## src/rtl/tccs_pkg.sv

```systemverilog
// Shared types and constants for the text cell color store.
package tccs_pkg;

	localparam int unsigned ROW_COUNT  = 64;
	localparam int unsigned COL_COUNT  = 128;
	localparam int unsigned CELL_TOTAL = ROW_COUNT * COL_COUNT;
	localparam int unsigned IDX_W      = $clog2(CELL_TOTAL);
	localparam int unsigned CNT_W      = IDX_W + 1;

	typedef enum logic [2:0] {
		OP_READ   = 3'd0,
		OP_WCHAR  = 3'd1,
		OP_WATTR  = 3'd2,
		OP_WCOLOR = 3'd3,
		OP_WCELL  = 3'd4,
		OP_FILL   = 3'd5,
		OP_MOVE   = 3'd6,
		OP_INVERT = 3'd7
	} op_t;

	typedef enum logic [2:0] {
		ST_IDLE,
		ST_RMW,
		ST_RUN_RD,
		ST_RUN_WR,
		ST_OUT
	} state_t;

	// Datapath commands from the controller.
	typedef struct packed {
		logic load;     // capture the accepted item
		logic rd;       // read the cell at the current read address
		logic wr;       // write the current cell
		logic step;     // advance run addresses and count
		logic res_load; // load the result register
	} cmd_t;

	// Datapath status for the controller.
	typedef struct packed {
		op_t  op;
		logic single;   // opcode touches one cell
		logic run_zero; // run has nothing left to do
		logic run_last; // current step is the last one
	} sts_t;

endpackage

```

## src/rtl/tccs_ctrl.sv

```systemverilog
// Controller state machine sequencing single-cell and run operations.
module tccs_ctrl (
	input  logic           clk,
	input  logic           arst_n,
	input  logic           in_valid,
	output logic           in_ready,
	output logic           out_valid,
	input  logic           out_ready,
	input  tccs_pkg::sts_t sts,
	output tccs_pkg::cmd_t cmd
);

	tccs_pkg::state_t state_q, state_d;
	logic out_valid_q;
	logic fin;
	logic in_go;

	assign in_go = in_valid && in_ready;

	always_comb begin
		state_d = state_q;
		unique case (state_q)
			tccs_pkg::ST_IDLE:   if (in_go) state_d = tccs_pkg::ST_RMW;
			tccs_pkg::ST_RMW: begin
				if (sts.single) state_d = tccs_pkg::ST_OUT;
				else if (sts.run_zero) state_d = tccs_pkg::ST_OUT;
				else state_d = tccs_pkg::ST_RUN_RD;
			end
			tccs_pkg::ST_RUN_RD: state_d = tccs_pkg::ST_RUN_WR;
			tccs_pkg::ST_RUN_WR: state_d = sts.run_last ? tccs_pkg::ST_OUT
				: tccs_pkg::ST_RUN_RD;
			tccs_pkg::ST_OUT:    if (fin) state_d = tccs_pkg::ST_IDLE;
			default:             state_d = tccs_pkg::ST_IDLE;
		endcase
	end

	assign fin = !out_valid_q || out_ready;

	always_comb begin
		cmd = '0;
		unique case (state_q)
			tccs_pkg::ST_IDLE:   cmd.load = in_go;
			tccs_pkg::ST_RMW:    cmd.rd = 1'b1;
			tccs_pkg::ST_RUN_RD: cmd.rd = 1'b1;
			tccs_pkg::ST_RUN_WR: begin
				cmd.wr   = 1'b1;
				cmd.step = 1'b1;
			end
			tccs_pkg::ST_OUT: begin
				cmd.wr       = fin && sts.single && (sts.op != tccs_pkg::OP_READ);
				cmd.res_load = fin;
			end
			default: ;
		endcase
	end

	always_ff @(posedge clk or negedge arst_n) begin
		if (!arst_n) begin
			state_q     <= tccs_pkg::ST_IDLE;
			out_valid_q <= 1'b0;
		end else begin
			state_q <= state_d;
			if (state_q == tccs_pkg::ST_OUT && fin) out_valid_q <= 1'b1;
			else if (out_ready) out_valid_q <= 1'b0;
		end
	end

	assign in_ready  = (state_q == tccs_pkg::ST_IDLE);
	assign out_valid = out_valid_q;

endmodule

```

## config.mk

```make
export PLATFORM = sky130hd
export DESIGN_NAME = tccs_ctrl
export DESIGN_NICKNAME = d
export VERILOG_FILES = /design/src/rtl/tccs_pkg.sv /design/src/rtl/tccs_ctrl.sv
export SDC_FILE = /design/constraint.sdc
export NUM_CORES = 1
export LEC_CHECK = 0
export ABC_AREA = 1
export BUFFER_PORTS_ARGS = -buffer_cell sky130_fd_sc_hd__buf_2
export CAP_MARGIN = 20
export CORE_AREA = 2 2 39 41
export CTS_CLUSTER_SIZE = 28
export DETAILED_ROUTE_END_ITERATION = 10
export DIE_AREA = 0 0 41 43
export PLACE_DENSITY = 0.4
export SKIP_CTS_REPAIR_TIMING = 1
export SLEW_MARGIN = 20
export SYNTH_ARGS = -nofsm -noshare
export SYNTH_HDL_FRONTEND = slang
export SYNTH_SLANG_ARGS = --single-unit
```

## constraint.sdc

```tcl
create_clock -name clk -period 1.2 [get_ports clk]
set_input_delay 0.24 -clock clk [delete_from_list [all_inputs] [get_ports clk]]
set_output_delay 0.24 -clock clk [all_outputs]
set_load 0.1 [all_outputs]
```

# After elaboration in Yosys (flattened, before gate mapping)
# Index checks and enable logic that the tools add are counted.
# op_classes
n_eq_ne,6
muxes,13
reduce_logical,11
# op_table
op,count
3-bit 2-to-1 mux,5
3-bit case mux with 5 select lines,1
"3-bit by 2-bit equality test with 1-bit output, second input constant",2
1-bit 2-to-1 mux,6
1-bit logical AND,4
"3-bit by 1-bit equality test with 1-bit output, second input constant",1
"3-bit equality test, second input constant",1
3-bit logical NOT,1
3-bit nonzero test,1
"2-bit by 1-bit inequality test with 1-bit output, second input constant",1
"2-bit inequality test, second input constant",1
1-bit case mux with 2 select lines,1
2-bit AND reduction,1
2-bit nonzero test,1
2-bit OR reduction,1
1-bit logical NOT,1
1-bit logical OR,1
# totals
ff_bits,4
out_inout_bits,7
wordCells,32
inputBits,10

# Depth between registers and ports, before layout
# depth
depth_word,5
depth_mapped,5
ltp_nobuf,5

# Worst setup path after synthesis
# OpenSTA, ideal clock, no wires.
# synth_timing
path_type,register -> output
startpoint,"register out_valid_q, in the netlist out_valid"
endpoint,output cmd[0] (netlist bit)
slack_ps,-1266
required_ps,960
path_stages_with_launch,4
t_arrival_ps,2226
path_cell_list,dfrtp_1 inv_1 nor2_1 nor2_1
# synth_rtl
element,line_no,source
"start, declared",tccs_ctrl.sv:14,logic out_valid_q;
"start signal, assigned",tccs_ctrl.sv:60,out_valid_q <= 1'b0;
"start signal, assigned",tccs_ctrl.sv:63,if (state_q == tccs_pkg::ST_OUT && fin) out_valid_q <= 1'b1;
"start signal, assigned",tccs_ctrl.sv:64,else if (out_ready) out_valid_q <= 1'b0;
"end, declared",tccs_ctrl.sv:10,output tccs_pkg::cmd_t cmd

==> impl_results.md <==
* Status: finished with violations
* Cell count after synthesis at between 40 and 50
* Die area at 0.00176 mm2
* Critical-path top delay cell: dfrtp_4
* Mapped Area at 274 um2
* Routed WL at about 700 um
* Fmax at 674 MHz
* Core ar. at 0.00138 mm2
* Area leader, netlist: dfrtp_1
* Seq/Total Area, Yosys at 0.365
* Global Route Usage Sum at 0.115
* IO buf count at 16
* Vias per cell at between 4 and 5
* Clock Path Buffers at 2
* Largest cells by area after synthesis: dfrtp_1 (37%), inv_1 (18%), nand2_1 (16%)
* Synth top area share at 0.365
* Syn nets at 56
* Worst Hold Depth at 2
* Antenna viol nets, final at 0
* Commonest non-fill, non-tap cell in the layout: buf_2
* Setup ws final at -284 ps
* Placer Congestion at ~0.70
* Crit Path Category: register to output port
* Crit path DAT at around 1200 ps
* DRT Pass-1 Iters at 2
* Slowest stage delay, CP at between 400 and 500 ps
* DRC Markers at 0
* Fin. Hold Viols at 0
* Setup Skew at roughly 4.8 ps
* Max Cap Violations at 0
* Largest net degree at the start of global routing at 6
* Commonest non-fill, non-tap cells in the layout: buf_2 (9), inv_1 (8), buf_12 (7)
* Crit Path Max Fanout at 2
* Fillers at between 100 and 150
* GR Overflow Total at 0
* CTS tree: built
* Max_slew headroom at 0.872
* CP startpoint kind: register
* Crit path time final at roughly 1500 ps
* RSZ-0062 raised after global routing: yes
* CTS H-tree lvls at 1
* Die W at between 40 and 50 um
* I/O Pins at 17
* Design Area, Final at between 600 and 700 um2
* Die Height at between 40 and 50 um
* Slew @ Worst Pin at between 150 and 200 ps
* Synth Area per Inst at 5.96 um2
* Critical path cell sequence: a21oi_1 -> nand3_2 -> nand2_4 -> buf_12
* Number of antenna diodes at 0
* Worst EP required at between 900 and 1000 ps
* Area post-placement at slightly below 600 um2
* Worst R2R Path Depth at 6
* First-pass GRT wire length at roughly 1400 um
* Yosys warning total at 0
* Initial core utilization at 0.198
* Share of layout cells above drive strength 1 at 0.658
* Hold crit path type: input port to register
* Sinks on Clock Net at 4
* Final slew viol count at 0
* WL/cell at around 7.9 um
* Worst skew pair latency at 240 ps
* Failing checks: negative setup slack
* Dpl hpwl at about 630 um
* DR iter-0 viols at 1
* Root buffer cell: clkbuf_4
* Area Growth Syn to Fin at 139%
* Vias in the first global route at roughly 380
* Initial antenna violation count at 0
* Synth cell types at 10
* Number of CTS-inserted buffers at 3
* CTS clock-pin slew for the worst setup and hold paths at ~40 ps
* Setup Viol. Count Final at 7
* Total number of vias at roughly 360
* Final Cycle Share at 1.24
* Placement row count at 14
* Worst setup EP type: output port
* #FFs+latches synth at 4
* Nets@finish at 84
==> Yosys cell counts, drive strengths merged <==
cell    number
a21oi        1
buf          1
dfrtp        4
inv         13
nand2       12
nand3        4
nor2         8
o211ai       1
o21ai        2
==> critical path, delay by kind of cell (launching register included) <==
kind,cells,cell delay (ps)
AO/OA/AOI/OAI,1,180
flip-flops,1,470
buffers and inverters,1,160
AND/OR/NAND/NOR,2,190
==> through the flow <==
step	worst slack [ps]	std cells	TNS (ps)	hold WS, ps	util
detailed placement	-102	84	-334	50.7	0.423
floorplan	-260	46	-817	-55.6	-
finish	-284	89	-1500	236	0.474
global route	-348	89	-1840	280	0.474
CTS	-354	88	-1870	-199	0.442
global placement	-101	84	-297	48.4	0.423
==> layer usage <==
layer | vias to the layer above | wire [um] | global-route usage
li1 | 186 | - | -
met2 | 17 | 378 | 0.178
met4 | 0 | 8 | 0.0600
met5 | - | 0 | 0
met1 | 159 | 252 | 0.133
met3 | 2 | 65 | 0.0366
==> worst paths after layout <==
check / from / slack, ps / endpoint
worst max-delay path: out_valid$_DFFE_PN0P_ / -280 / cmd[2]
worst min-delay path: out_ready / 240 / out_valid$_DFFE_PN0P_
worst max register to register: out_valid$_DFFE_PN0P_ / 140 / state_q[2]$_DFFE_PN0P_
worst min register to register: state_q[0]$_DFFE_PN0P_ / 640 / state_q[0]$_DFFE_PN0P_
max in group asynchronous: arst_n / 730 / state_q[2]$_DFFE_PN0P_
min in group asynchronous: arst_n / 330 / out_valid$_DFFE_PN0P_
==> cell families (layout without fill, tap and decap cells) <==
kind of cell | Yosys count | after routing | share of synthesized area
AND/OR/NAND/NOR | 24 | 24 | 0.356
buffers and inverters | 14 | 41 | 0.196
AO/OA/AOI/OAI | 4 | 4 | 0.0822
flip-flops | 4 | 4 | 0.365
==> registers in the layout (all words and copies together) (netlist names) <==
signal,count
out_valid,1
state_q,3
==> final cells by class <==
class | count | area [um2] | share of cell area
Clock buffer | 4 | 26.3 | 0.0401
Inverter | 13 | 56.3 | 0.0859
Multi-Input combinational cell | 28 | 195 | 0.298
Sequential cell | 4 | 106 | 0.162
Tap cell | 16 | 20.0 | 0.0305
Timing Repair Buffer | 24 | 251 | 0.384
Power is not shown: default switching activity piles up to over one toggle a cycle in this logic, so the estimate is an artifact.
